<file path="src/hw/rtl/mpw_pkg.sv">
// Package for the 2x2 stride-2 max pooling stream block.
// Holds sizes, configuration codes, queue work item and status types.
// No dependencies; compiled first.
package mpw_pkg;

  localparam int unsigned DATA_W      = 16;
  localparam int unsigned MAX_WIDTH   = 64;
  localparam int unsigned MAX_HEIGHT  = 64;
  localparam int unsigned MAX_MAPS    = 16;
  localparam int unsigned LINE_DEPTH  = MAX_WIDTH / 2;
  localparam int unsigned SLOT_W      = $clog2(LINE_DEPTH);
  localparam int unsigned COL_W       = $clog2(MAX_WIDTH + 1);
  localparam int unsigned ROW_W       = $clog2(MAX_HEIGHT + 1);
  localparam int unsigned MAP_W       = $clog2(MAX_MAPS);
  localparam int unsigned CNT_W       = $clog2(MAX_MAPS + 1);

  // configuration port
  localparam int unsigned CFG_IDX_W    = 2;
  localparam int unsigned CFG_DATA_W   = 7;
  localparam int unsigned WIDTH_REG_W  = 7;
  localparam int unsigned HEIGHT_REG_W = 7;
  localparam int unsigned COUNT_REG_W  = 5;
  localparam logic [WIDTH_REG_W-1:0]  WIDTH_RESET  = 7'd24;
  localparam logic [HEIGHT_REG_W-1:0] HEIGHT_RESET = 7'd24;
  localparam logic [COUNT_REG_W-1:0]  COUNT_RESET  = 5'd6;

  // queue between front and back
  localparam int unsigned QUEUE_DEPTH = 4;
  localparam int unsigned QPTR_W      = $clog2(QUEUE_DEPTH);
  localparam int unsigned QCNT_W      = $clog2(QUEUE_DEPTH + 1);

  typedef enum logic [CFG_IDX_W-1:0] {
    CFG_MAP_WIDTH  = 2'd0,
    CFG_MAP_HEIGHT = 2'd1,
    CFG_MAP_COUNT  = 2'd2
  } cfg_reg_e;

  typedef enum logic [1:0] {
    OP_PAIR_FIRST = 2'd0,  // even column: hold sample
    OP_ROW_STORE  = 2'd1,  // odd column, even row: save pair max in line store
    OP_ROW_EMIT   = 2'd2   // odd column, odd row: finish window
  } op_e;

  // clamped map geometry
  typedef struct packed {
    logic [COL_W-1:0] width;
    logic [ROW_W-1:0] height;
    logic [CNT_W-1:0] count;
  } map_cfg_t;

  typedef struct packed {
    op_e                      op;
    logic signed [DATA_W-1:0] value;
    logic [SLOT_W-1:0]        slot;
    logic                     last_of_map;
    logic                     last_of_batch;
  } work_t;

  typedef struct packed {
    logic [QCNT_W-1:0] count;
    logic              full;
    logic              empty;
  } queue_status_t;

endpackage

</file>
<file path="src/hw/rtl/mpw_if.sv">
// Stream interfaces for the max pooling block: sample requests in, pooled requests out.
// Depends on mpw_pkg.
interface mpw_sample_if;
  import mpw_pkg::*;
  logic                     valid;
  logic                     ready;
  logic signed [DATA_W-1:0] sample_value;

  modport source (output valid, output sample_value, input ready);
  modport sink   (input valid, input sample_value, output ready);
endinterface

interface mpw_pool_if;
  import mpw_pkg::*;
  logic                     valid;
  logic                     ready;
  logic signed [DATA_W-1:0] pooled_value;
  logic                     last_of_map;
  logic                     last_of_batch;

  modport source (output valid, output pooled_value, output last_of_map,
                  output last_of_batch, input ready);
  modport sink   (input valid, input pooled_value, input last_of_map,
                  input last_of_batch, output ready);
endinterface

</file>
<file path="src/hw/rtl/mpw_ram.sv">
// Generic single-write, single-read RAM with registered read data.
// No package dependency.
module mpw_ram #(
  parameter int unsigned WIDTH = 16,
  parameter int unsigned DEPTH = 32
) (
  input  logic                     clk_i,
  input  logic                     we_i,
  input  logic [$clog2(DEPTH)-1:0] waddr_i,
  input  logic [WIDTH-1:0]         wdata_i,
  input  logic                     re_i,
  input  logic [$clog2(DEPTH)-1:0] raddr_i,
  output logic [WIDTH-1:0]         rdata_o
);

  logic [WIDTH-1:0] mem_q [DEPTH];
  logic [WIDTH-1:0] rdata_q;

  always_ff @(posedge clk_i) begin
    if (we_i) begin
      mem_q[waddr_i] <= wdata_i;
    end
    if (re_i) begin
      rdata_q <= mem_q[raddr_i];
    end
  end

  assign rdata_o = rdata_q;

endmodule

</file>
<file path="src/hw/rtl/mpw_queue.sv">
// Short work queue between the classifying front and the executing back.
// Depends on mpw_pkg.
module mpw_queue import mpw_pkg::*; (
  input  logic          clk_i,
  input  logic          rst_ni,
  input  logic          push_i,
  input  work_t         work_i,
  input  logic          pop_i,
  output logic          valid_o,
  output work_t         work_o,
  output logic          ready_o,
  output queue_status_t status_o
);

  work_t             mem_q [QUEUE_DEPTH];
  logic [QPTR_W-1:0] wr_ptr_q, wr_ptr_d;
  logic [QPTR_W-1:0] rd_ptr_q, rd_ptr_d;
  logic [QCNT_W-1:0] count_q, count_d;
  logic              do_push, do_pop;

  always_comb begin
    do_push  = push_i && (count_q != QCNT_W'(QUEUE_DEPTH));
    do_pop   = pop_i && (count_q != '0);
    wr_ptr_d = do_push ? wr_ptr_q + 1'b1 : wr_ptr_q;
    rd_ptr_d = do_pop ? rd_ptr_q + 1'b1 : rd_ptr_q;
    count_d  = count_q;
    if (do_push && !do_pop) begin
      count_d = count_q + 1'b1;
    end else if (do_pop && !do_push) begin
      count_d = count_q - 1'b1;
    end
  end

  always_ff @(posedge clk_i or negedge rst_ni) begin
    if (!rst_ni) begin
      wr_ptr_q <= '0;
      rd_ptr_q <= '0;
      count_q  <= '0;
    end else begin
      wr_ptr_q <= wr_ptr_d;
      rd_ptr_q <= rd_ptr_d;
      count_q  <= count_d;
    end
  end

  always_ff @(posedge clk_i) begin
    if (do_push) begin
      mem_q[wr_ptr_q] <= work_i;
    end
  end

  assign valid_o        = (count_q != '0);
  assign work_o         = mem_q[rd_ptr_q];
  assign ready_o        = (count_q != QCNT_W'(QUEUE_DEPTH));
  assign status_o.count = count_q;
  assign status_o.full  = (count_q == QCNT_W'(QUEUE_DEPTH));
  assign status_o.empty = (count_q == '0);

endmodule

</file>
<file path="src/hw/rtl/mpw_front.sv">
// Front end: accepts sample requests, tracks column/row/map position and
// classifies each in-window sample into a work item. Depends on mpw_pkg, mpw_if.
module mpw_front import mpw_pkg::*; (
  input  logic       clk_i,
  input  logic       rst_ni,
  input  map_cfg_t   cfg_i,
  mpw_sample_if.sink sample_i,
  input  logic       queue_ready_i,
  output logic       push_o,
  output work_t      work_o
);

  logic [COL_W-1:0] col_q, col_d, col_inc, w_use;
  logic [ROW_W-1:0] row_q, row_d, row_inc, h_use;
  logic [MAP_W-1:0] map_q, map_d;
  logic [CNT_W-1:0] map_inc;
  logic             accept, in_window, last_map;

  assign sample_i.ready = queue_ready_i;

  always_comb begin
    accept    = sample_i.valid && queue_ready_i;
    // trailing odd column/row is dropped
    w_use     = {cfg_i.width[COL_W-1:1], 1'b0};
    h_use     = {cfg_i.height[ROW_W-1:1], 1'b0};
    in_window = (col_q < w_use) && (row_q < h_use);
    col_inc   = col_q + 1'b1;
    row_inc   = row_q + 1'b1;
    map_inc   = {1'b0, map_q} + 1'b1;
    last_map  = (row_q == h_use - 1'b1) && (col_q == w_use - 1'b1);

    if (!col_q[0]) begin
      work_o.op = OP_PAIR_FIRST;
    end else if (!row_q[0]) begin
      work_o.op = OP_ROW_STORE;
    end else begin
      work_o.op = OP_ROW_EMIT;
    end
    work_o.value         = sample_i.sample_value;
    work_o.slot          = SLOT_W'(col_q >> 1);
    work_o.last_of_map   = last_map;
    work_o.last_of_batch = last_map && (map_inc >= cfg_i.count);
    push_o               = accept && in_window;
  end

  // position counters; a counter past a shrunken bound wraps on its next step
  always_comb begin
    col_d = col_q;
    row_d = row_q;
    map_d = map_q;
    if (accept) begin
      if (col_inc >= cfg_i.width) begin
        col_d = '0;
        if (row_inc >= cfg_i.height) begin
          row_d = '0;
          map_d = (map_inc >= cfg_i.count) ? '0 : map_inc[MAP_W-1:0];
        end else begin
          row_d = row_inc;
        end
      end else begin
        col_d = col_inc;
      end
    end
  end

  always_ff @(posedge clk_i or negedge rst_ni) begin
    if (!rst_ni) begin
      col_q <= '0;
      row_q <= '0;
      map_q <= '0;
    end else begin
      col_q <= col_d;
      row_q <= row_d;
      map_q <= map_d;
    end
  end

endmodule

</file>
<file path="src/hw/rtl/mpw_back.sv">
// Back end: executes queued work items against the pair register and the
// line store, and drives pooled requests. Depends on mpw_pkg, mpw_if, mpw_ram.
module mpw_back import mpw_pkg::*; (
  input  logic        clk_i,
  input  logic        rst_ni,
  input  logic        work_valid_i,
  input  work_t       work_i,
  output logic        pop_o,
  mpw_pool_if.source  pooled_o
);

  logic signed [DATA_W-1:0] pair_max_q, pair_max_d;
  logic signed [DATA_W-1:0] pair_m;
  logic signed [DATA_W-1:0] line_rdata;
  logic signed [DATA_W-1:0] b_max_q;
  logic                     b_valid_q, b_valid_d;
  logic                     b_lm_q, b_lb_q;
  logic                     can_emit, line_we, line_re;

  always_comb begin
    can_emit = !b_valid_q || pooled_o.ready;
    pair_m   = (work_i.value > pair_max_q) ? work_i.value : pair_max_q;
    case (work_i.op)
      OP_PAIR_FIRST: pop_o = work_valid_i;
      OP_ROW_STORE:  pop_o = work_valid_i;
      OP_ROW_EMIT:   pop_o = work_valid_i && can_emit;
      default:       pop_o = work_valid_i;
    endcase
    line_we    = pop_o && (work_i.op == OP_ROW_STORE);
    line_re    = pop_o && (work_i.op == OP_ROW_EMIT);
    pair_max_d = (pop_o && (work_i.op == OP_PAIR_FIRST)) ? work_i.value : pair_max_q;
    if (line_re) begin
      b_valid_d = 1'b1;
    end else if (pooled_o.ready) begin
      b_valid_d = 1'b0;
    end else begin
      b_valid_d = b_valid_q;
    end
  end

  mpw_ram #(
    .WIDTH (DATA_W),
    .DEPTH (LINE_DEPTH)
  ) u_line (
    .clk_i   (clk_i),
    .we_i    (line_we),
    .waddr_i (work_i.slot),
    .wdata_i (pair_m),
    .re_i    (line_re),
    .raddr_i (work_i.slot),
    .rdata_o (line_rdata)
  );

  always_ff @(posedge clk_i or negedge rst_ni) begin
    if (!rst_ni) begin
      pair_max_q <= '0;
      b_valid_q  <= 1'b0;
    end else begin
      pair_max_q <= pair_max_d;
      b_valid_q  <= b_valid_d;
    end
  end

  always_ff @(posedge clk_i) begin
    if (line_re) begin
      b_max_q <= pair_m;
      b_lm_q  <= work_i.last_of_map;
      b_lb_q  <= work_i.last_of_batch;
    end
  end

  // final compare against the stored top-row pair max; both operands held
  assign pooled_o.valid         = b_valid_q;
  assign pooled_o.pooled_value  = (line_rdata > b_max_q) ? line_rdata : b_max_q;
  assign pooled_o.last_of_map   = b_lm_q;
  assign pooled_o.last_of_batch = b_lb_q;

endmodule

</file>
<file path="src/hw/rtl/max_pool_window_stream.sv">
// Top level of the 2x2 stride-2 max pooling stream block.
// Depends on mpw_pkg, mpw_if, mpw_queue, mpw_front, mpw_back (and mpw_ram).
//
//   channel    dir  handshake             payload
//   sample_i   in   valid/ready           sample_value (Q8.8 signed)
//   pooled_o   out  valid/ready           pooled_value, last_of_map, last_of_batch
//   cfg        in   cfg_we_i (no ready)   cfg_index_i, cfg_data_i
//
// Sustains one sample request per cycle while the queue has room; the line store
// RAM takes one write or one read per cycle, and one queue entry retires per cycle
// unless an emit waits on a stalled output. A result leaves after the window's
// bottom-right sample is accepted, through a queue push and then a line store read.
// Reset is asynchronous, active low; no clearing pass, the line store is
// written before it is read within a map.
// A 4-entry queue parts front and back; the input stalls only when it fills.
module max_pool_window_stream import mpw_pkg::*; (
  input  logic                  clk_i,
  input  logic                  rst_ni,
  input  logic                  cfg_we_i,
  input  logic [CFG_IDX_W-1:0]  cfg_index_i,
  input  logic [CFG_DATA_W-1:0] cfg_data_i,
  mpw_sample_if.sink            sample_i,
  mpw_pool_if.source            pooled_o
);

  // raw register values as written
  logic [WIDTH_REG_W-1:0]  map_width_q;
  logic [HEIGHT_REG_W-1:0] map_height_q;
  logic [COUNT_REG_W-1:0]  map_count_q;
  map_cfg_t                map_cfg;

  logic          queue_ready, front_push, back_pop, work_valid;
  work_t         front_work, queue_work;
  queue_status_t queue_status;

  always_ff @(posedge clk_i or negedge rst_ni) begin
    if (!rst_ni) begin
      map_width_q  <= WIDTH_RESET;
      map_height_q <= HEIGHT_RESET;
      map_count_q  <= COUNT_RESET;
    end else if (cfg_we_i) begin
      case (cfg_index_i)
        CFG_MAP_WIDTH:  map_width_q  <= cfg_data_i[WIDTH_REG_W-1:0];
        CFG_MAP_HEIGHT: map_height_q <= cfg_data_i[HEIGHT_REG_W-1:0];
        CFG_MAP_COUNT:  map_count_q  <= cfg_data_i[COUNT_REG_W-1:0];
        default: ;  // unmapped index: write dropped
      endcase
    end
  end

  // saturate registers into their legal ranges where they are used
  always_comb begin
    if (map_width_q < 2) begin
      map_cfg.width = COL_W'(2);
    end else if (32'(map_width_q) > MAX_WIDTH) begin
      map_cfg.width = COL_W'(MAX_WIDTH);
    end else begin
      map_cfg.width = COL_W'(map_width_q);
    end
    if (map_height_q < 2) begin
      map_cfg.height = ROW_W'(2);
    end else if (32'(map_height_q) > MAX_HEIGHT) begin
      map_cfg.height = ROW_W'(MAX_HEIGHT);
    end else begin
      map_cfg.height = ROW_W'(map_height_q);
    end
    if (map_count_q < 1) begin
      map_cfg.count = CNT_W'(1);
    end else if (32'(map_count_q) > MAX_MAPS) begin
      map_cfg.count = CNT_W'(MAX_MAPS);
    end else begin
      map_cfg.count = CNT_W'(map_count_q);
    end
  end

  mpw_front u_front (
    .clk_i         (clk_i),
    .rst_ni        (rst_ni),
    .cfg_i         (map_cfg),
    .sample_i      (sample_i),
    .queue_ready_i (queue_ready),
    .push_o        (front_push),
    .work_o        (front_work)
  );

  mpw_queue u_queue (
    .clk_i    (clk_i),
    .rst_ni   (rst_ni),
    .push_i   (front_push),
    .work_i   (front_work),
    .pop_i    (back_pop),
    .valid_o  (work_valid),
    .work_o   (queue_work),
    .ready_o  (queue_ready),
    .status_o (queue_status)
  );

  mpw_back u_back (
    .clk_i        (clk_i),
    .rst_ni       (rst_ni),
    .work_valid_i (work_valid),
    .work_i       (queue_work),
    .pop_o        (back_pop),
    .pooled_o     (pooled_o)
  );

`ifndef NO_ASSERTIONS
  // batch end is always a map end
  a_batch_is_map_end: assert property (@(posedge clk_i) disable iff (!rst_ni)
    pooled_o.valid |-> (!pooled_o.last_of_batch || pooled_o.last_of_map))
    else $error("last_of_batch without last_of_map");

  // front never pushes into a full queue
  a_no_overflow: assert property (@(posedge clk_i) disable iff (!rst_ni)
    front_push |-> !queue_status.full)
    else $error("work queue overflow");

  // back never retires from an empty queue
  a_no_underflow: assert property (@(posedge clk_i) disable iff (!rst_ni)
    back_pop |-> !queue_status.empty)
    else $error("work queue underflow");

  // an emit retired under a stalled output would overwrite the held result
  a_emit_hold: assert property (@(posedge clk_i) disable iff (!rst_ni)
    (pooled_o.valid && !pooled_o.ready) |->
      !(back_pop && (queue_work.op == OP_ROW_EMIT)))
    else $error("pooled result overwritten while stalled");
`endif

endmodule
</file>
<file path="src/flat_wrapper.sv">
// flat-port wrapper written by rule: the top's interface ports become plain ports
module max_pool_window_stream_flat import mpw_pkg::*;
  (clk_i, rst_ni, cfg_we_i, cfg_index_i, cfg_data_i, sample_i_valid, sample_i_sample_value, sample_i_ready, pooled_o_valid, pooled_o_pooled_value, pooled_o_last_of_map, pooled_o_last_of_batch, pooled_o_ready);
  mpw_sample_if sample_i_i ();
  mpw_pool_if pooled_o_i ();
  input  logic clk_i;
  input  logic rst_ni;
  input  logic cfg_we_i;
  input  logic [CFG_IDX_W-1:0] cfg_index_i;
  input  logic [CFG_DATA_W-1:0] cfg_data_i;
  input wire logic [$bits(sample_i_i.valid)-1:0] sample_i_valid;
  input wire logic [$bits(sample_i_i.sample_value)-1:0] sample_i_sample_value;
  output wire logic [$bits(sample_i_i.ready)-1:0] sample_i_ready;
  output wire logic [$bits(pooled_o_i.valid)-1:0] pooled_o_valid;
  output wire logic [$bits(pooled_o_i.pooled_value)-1:0] pooled_o_pooled_value;
  output wire logic [$bits(pooled_o_i.last_of_map)-1:0] pooled_o_last_of_map;
  output wire logic [$bits(pooled_o_i.last_of_batch)-1:0] pooled_o_last_of_batch;
  input wire logic [$bits(pooled_o_i.ready)-1:0] pooled_o_ready;
  assign sample_i_i.valid = sample_i_valid;
  assign sample_i_i.sample_value = sample_i_sample_value;
  assign sample_i_ready = sample_i_i.ready;
  assign pooled_o_valid = pooled_o_i.valid;
  assign pooled_o_pooled_value = pooled_o_i.pooled_value;
  assign pooled_o_last_of_map = pooled_o_i.last_of_map;
  assign pooled_o_last_of_batch = pooled_o_i.last_of_batch;
  assign pooled_o_i.ready = pooled_o_ready;
  max_pool_window_stream u_core (.clk_i(clk_i), .rst_ni(rst_ni), .cfg_we_i(cfg_we_i), .cfg_index_i(cfg_index_i), .cfg_data_i(cfg_data_i), .sample_i(sample_i_i), .pooled_o(pooled_o_i));
endmodule
</file>
<file path="config.mk">
export PLATFORM = sky130hd
export DESIGN_NAME = max_pool_window_stream_flat
export DESIGN_NICKNAME = d
export VERILOG_FILES = /design/src/hw/rtl/mpw_pkg.sv /design/src/hw/rtl/mpw_if.sv /design/src/hw/rtl/mpw_ram.sv /design/src/hw/rtl/mpw_queue.sv /design/src/hw/rtl/mpw_front.sv /design/src/hw/rtl/mpw_back.sv /design/src/hw/rtl/max_pool_window_stream.sv /design/src/flat_wrapper.sv
export SDC_FILE = /design/constraint.sdc
export NUM_CORES = 1
export LEC_CHECK = 0
export BUFFER_PORTS_ARGS = -buffer_cell sky130_fd_sc_hd__buf_2
export CAP_MARGIN = 15
export CELL_PAD_IN_SITES_DETAIL_PLACEMENT = 1
export CELL_PAD_IN_SITES_GLOBAL_PLACEMENT = 2
export CORE_MARGIN = 4
export CORE_UTILIZATION = 47
export DETAILED_ROUTE_END_ITERATION = 8
export PLACE_DENSITY = 0.76
export SLEW_MARGIN = 20
export SYNTH_ARGS = -nofsm -noshare
export SYNTH_HDL_FRONTEND = slang
export SYNTH_SLANG_ARGS = --single-unit
export TNS_END_PERCENT = 10
</file>
<file path="constraint.sdc">
create_clock -name clk_i -period 5.3 [get_ports clk_i]
set_clock_uncertainty 0.2 [all_clocks]
set_input_delay 1.06 -clock clk_i [delete_from_list [all_inputs] [get_ports clk_i]]
set_output_delay 1.06 -clock clk_i [all_outputs]
set_load 0.02 [all_outputs]
</file>
==> results.cfg <==
[outcome]
status = complete, no violations

[yosys]
synthesis.area_sq_mm = 0.02978
synthCells = 1986
synth_seq_cells = 707
synthesis.nets = 2090
synth_edf_count = 646
async_flop_share = 0.08628
synth.avg_cell_area_sq_um = 15.00
yosysUniqueCellTypes = 54
yosys.area.top_type = edfxtp_1
synth_top_cell_area_share = 0.6514
ys_seq_area_frac = 0.7029
yosysWarningCount = 0
yosys-top-cells-area = edfxtp_1 65%, mux2i_1 6.7%, dfrtp_1 4.6%, nand2_1 4.0%, ha_1 3.1%
synthFlopType = edfxtp_1

[floorplanning]
die_h_um = 259.7
die_w_um = 259.7
core-area_sq_mm = 0.06285
pin_count = 50
row_count = 92
design.die.area_sq_mm = 0.06745
initial_core_util = 0.4738

[setup_path]
crit_arrival_ns = 3.31
critPathKind = reg -> out
end_kind = primary output
r2r_end = u_core.u_back.u_line.mem_q[2][6]$_DFFE_PP_
r2r_cells = 8
reg2reg_slack_ns = 0.93
critPathRequiredTime_ns = 4.04
cp-start-kind = flop
r2r_start = u_core.u_queue.rd_ptr_q[0]$_DFFE_PN0P_
crit_path_max_fanout = 16

[cells_and_area]
final_common_cell = edfxtp_1
drive_gt1_frac = 0.1553
final_nets = 2206
diodes = 0
final_cell_mix = 646 x edfxtp_1, 315 x nand2_1, 198 x mux2i_1
fin_area_sq_mm = 0.03381
utilization = 0.5379
area_delta_synth_final_pct = 13.53

[drt]
drc_errors = 0
drt-vias-per-instance = 5.850
ant_nets = 0
drt_wl_total_um = 82970
via_count = 17600
drt-pass1-iter-count = 5
avgRoutedWirePerCell_um = 27.57
first_iter_violations = 1687

[clocking]
cts_buffers = 75
ctsResizeCount = 0
post_cts_buffers = 0
worstSkewPairLatency_ns = 0.62
cts_buffer_depth = 3
clock_sinks = 707
path_clk_slew_ns = 0.06
htreeDepth = 3
ctsHoldBuffers = 0
cts_tree = yes
root_buffer = clkbuf_16

[global_route]
grt_max_degree = 100
antenna_found_initial = 0
grt_pass1_vias = 18410
grt_overflow = 0
grt_use_total = 0.2470
grt_pass1_wl_um = 122500

[sta]
setup_violations = 0
setup_tns_ns = 0
period_share = 0.8631
period_minus_slack_ns = 4.575
tightestPinTransition_ns = 1.091
slew_headroom = 0.2702
drv_slew = 0
hold_viol = 0
rsz0062_at_grt = false
fmax_mhz = 218.6
setup_slack_ns = 0.7254

[place]
routabilityCongestion = 0.8007
dp.final_hpwl_um = 51070
dp_slack_ns = 0.9334
port_buffers = 49
post_dp_cell_area_sq_mm = 0.03137

[power]
leakage_nw = 12.33
peakVddDrop_mv = 0.5123
power.density_mw_per_mm2 = 725.3
p_total_w = 0.02452

[job]
max_cap_violations = 0

[worst_hold_path]
hold_path.class = in -> async
[area by class of cell]
class                   instances  area (sq um)
fillers                      6009         29040
multi-input cells            1139          8262
well taps                     846          1059
inverters                      51         191.4
clock buffers                 107          2111
flip-flops and latches        707         20930
clock inverters                31         312.8
repair buffers                128         940.9
[flip-flops by register name (all words and copies together) (netlist names), 5 cells and up]
signal,count
u_core.u_back.u_line.mem_q,512
u_core.u_queue.mem_q,100
u_core.u_back.b_max_q,16
u_core.u_back.pair_max_q,16
u_core.u_back.u_line.rdata_o,16
u_core.map_height_q,7
u_core.map_width_q,7
u_core.u_front.col_q,7
u_core.u_front.row_q,7
u_core.map_count_q,5
[worst max-delay path, stage by stage (launching register included)]
cell and delay (ns):
edfxtp_1 0.50, ha_1 0.36, a21oi_1 0.14, o21ai_0 0.13
a221o_1 0.37, nor3_1 0.15, mux2_2 0.53, mux2_2 0.35
buf_2 0.16
[metal layers]
metal | global-route usage | vias to the layer above | share of wire
met2 | 0.4213 | 491 | 0.50
met1 | 0.3386 | 9233 | 0.43
met5 | 0 | - | 0
li1 | - | 7774 | -
met4 | 0.06416 | 0 | 0.022
met3 | 0.03223 | 104 | 0.051
[stage by stage]
| step | cells | hold WS [ns] |
|---|---|---|
| global placement | 2871 | 0.2878 |
| detailed placement | 2871 | 0.3002 |
| global route | 3009 | 0.2665 |
| floorplan | 1986 | 0.2636 |
| finish | 3009 | 0.2361 |
| CTS | 3009 | 0.3222 |
[worst max-delay path by stage]
stage	slack, ns	startpoint	to
after floorplan	1.16	u_core.u_queue.rd_ptr_q[1]$_DFFE_PN0P_	u_core.u_back.b_max_q[10]$_DFFE_PP_
after global placement	0.98	u_core.u_queue.rd_ptr_q[0]$_DFFE_PN0P_	u_core.u_back.u_line.mem_q[27][6]$_DFFE_PP_
after detailed placement	0.93	u_core.u_queue.rd_ptr_q[0]$_DFFE_PN0P_	u_core.u_back.u_line.mem_q[2][6]$_DFFE_PP_
after CTS	0.65	u_core.u_back.u_line.rdata_o[5]$_DFFE_PP_	pooled_o_pooled_value[12]
after global routing	0.55	u_core.u_back.b_max_q[5]$_DFFE_PP_	pooled_o_pooled_value[8]
final	0.73	u_core.u_back.u_line.rdata_o[5]$_DFFE_PP_	pooled_o_pooled_value[0]
[report_power, final]
| part | total (W) | leakage [nW] | internal [W] | switching [W] |
|---|---|---|---|---|
| combinational | 0.00993 | 4.55 | 0.00301 | 0.00692 |
| sequential | 0.00942 | 6.60 | 0.00894 | 0.000480 |
| clock | 0.00517 | 1.18 | 0.00303 | 0.00214 |
| total | 0.0245 | 12.3 | 0.0150 | 0.00955 |
[cell families after synthesis]
family | synth area share
buf+inv | 0.02277
flops | 0.7029
fa+ha+maj | 0.03134
simple gates | 0.08798
compound gates | 0.03920
mux | 0.1076
xor+xnor | 0.008235
[Yosys cell counts, drive strengths merged (2+ instances only)]
master and count:
edfxtp 646, nand2 315, mux2i 199, nand3 146
ha 73, buf 65, a32oi 64, mux2 61
nor2 56, dfrtp 55, inv 49, o21ai 37
nand4 26, clkbuf 24, mux4 23, a21oi 22
xnor2 15, xor2 13, a21o 10, nor3 9
and2 7, nand2b 7, nor2b 7, a22o 6
dfstp 6, nor3b 5, and3 4, a211oi 3
a221o 3, nor4 3, o21a 3, or3 3
a2111oi 2, clkinv 2, nand3b 2, nor4b 2
o211ai 2, o41ai 2
Power figures use the tool's default switching activity.
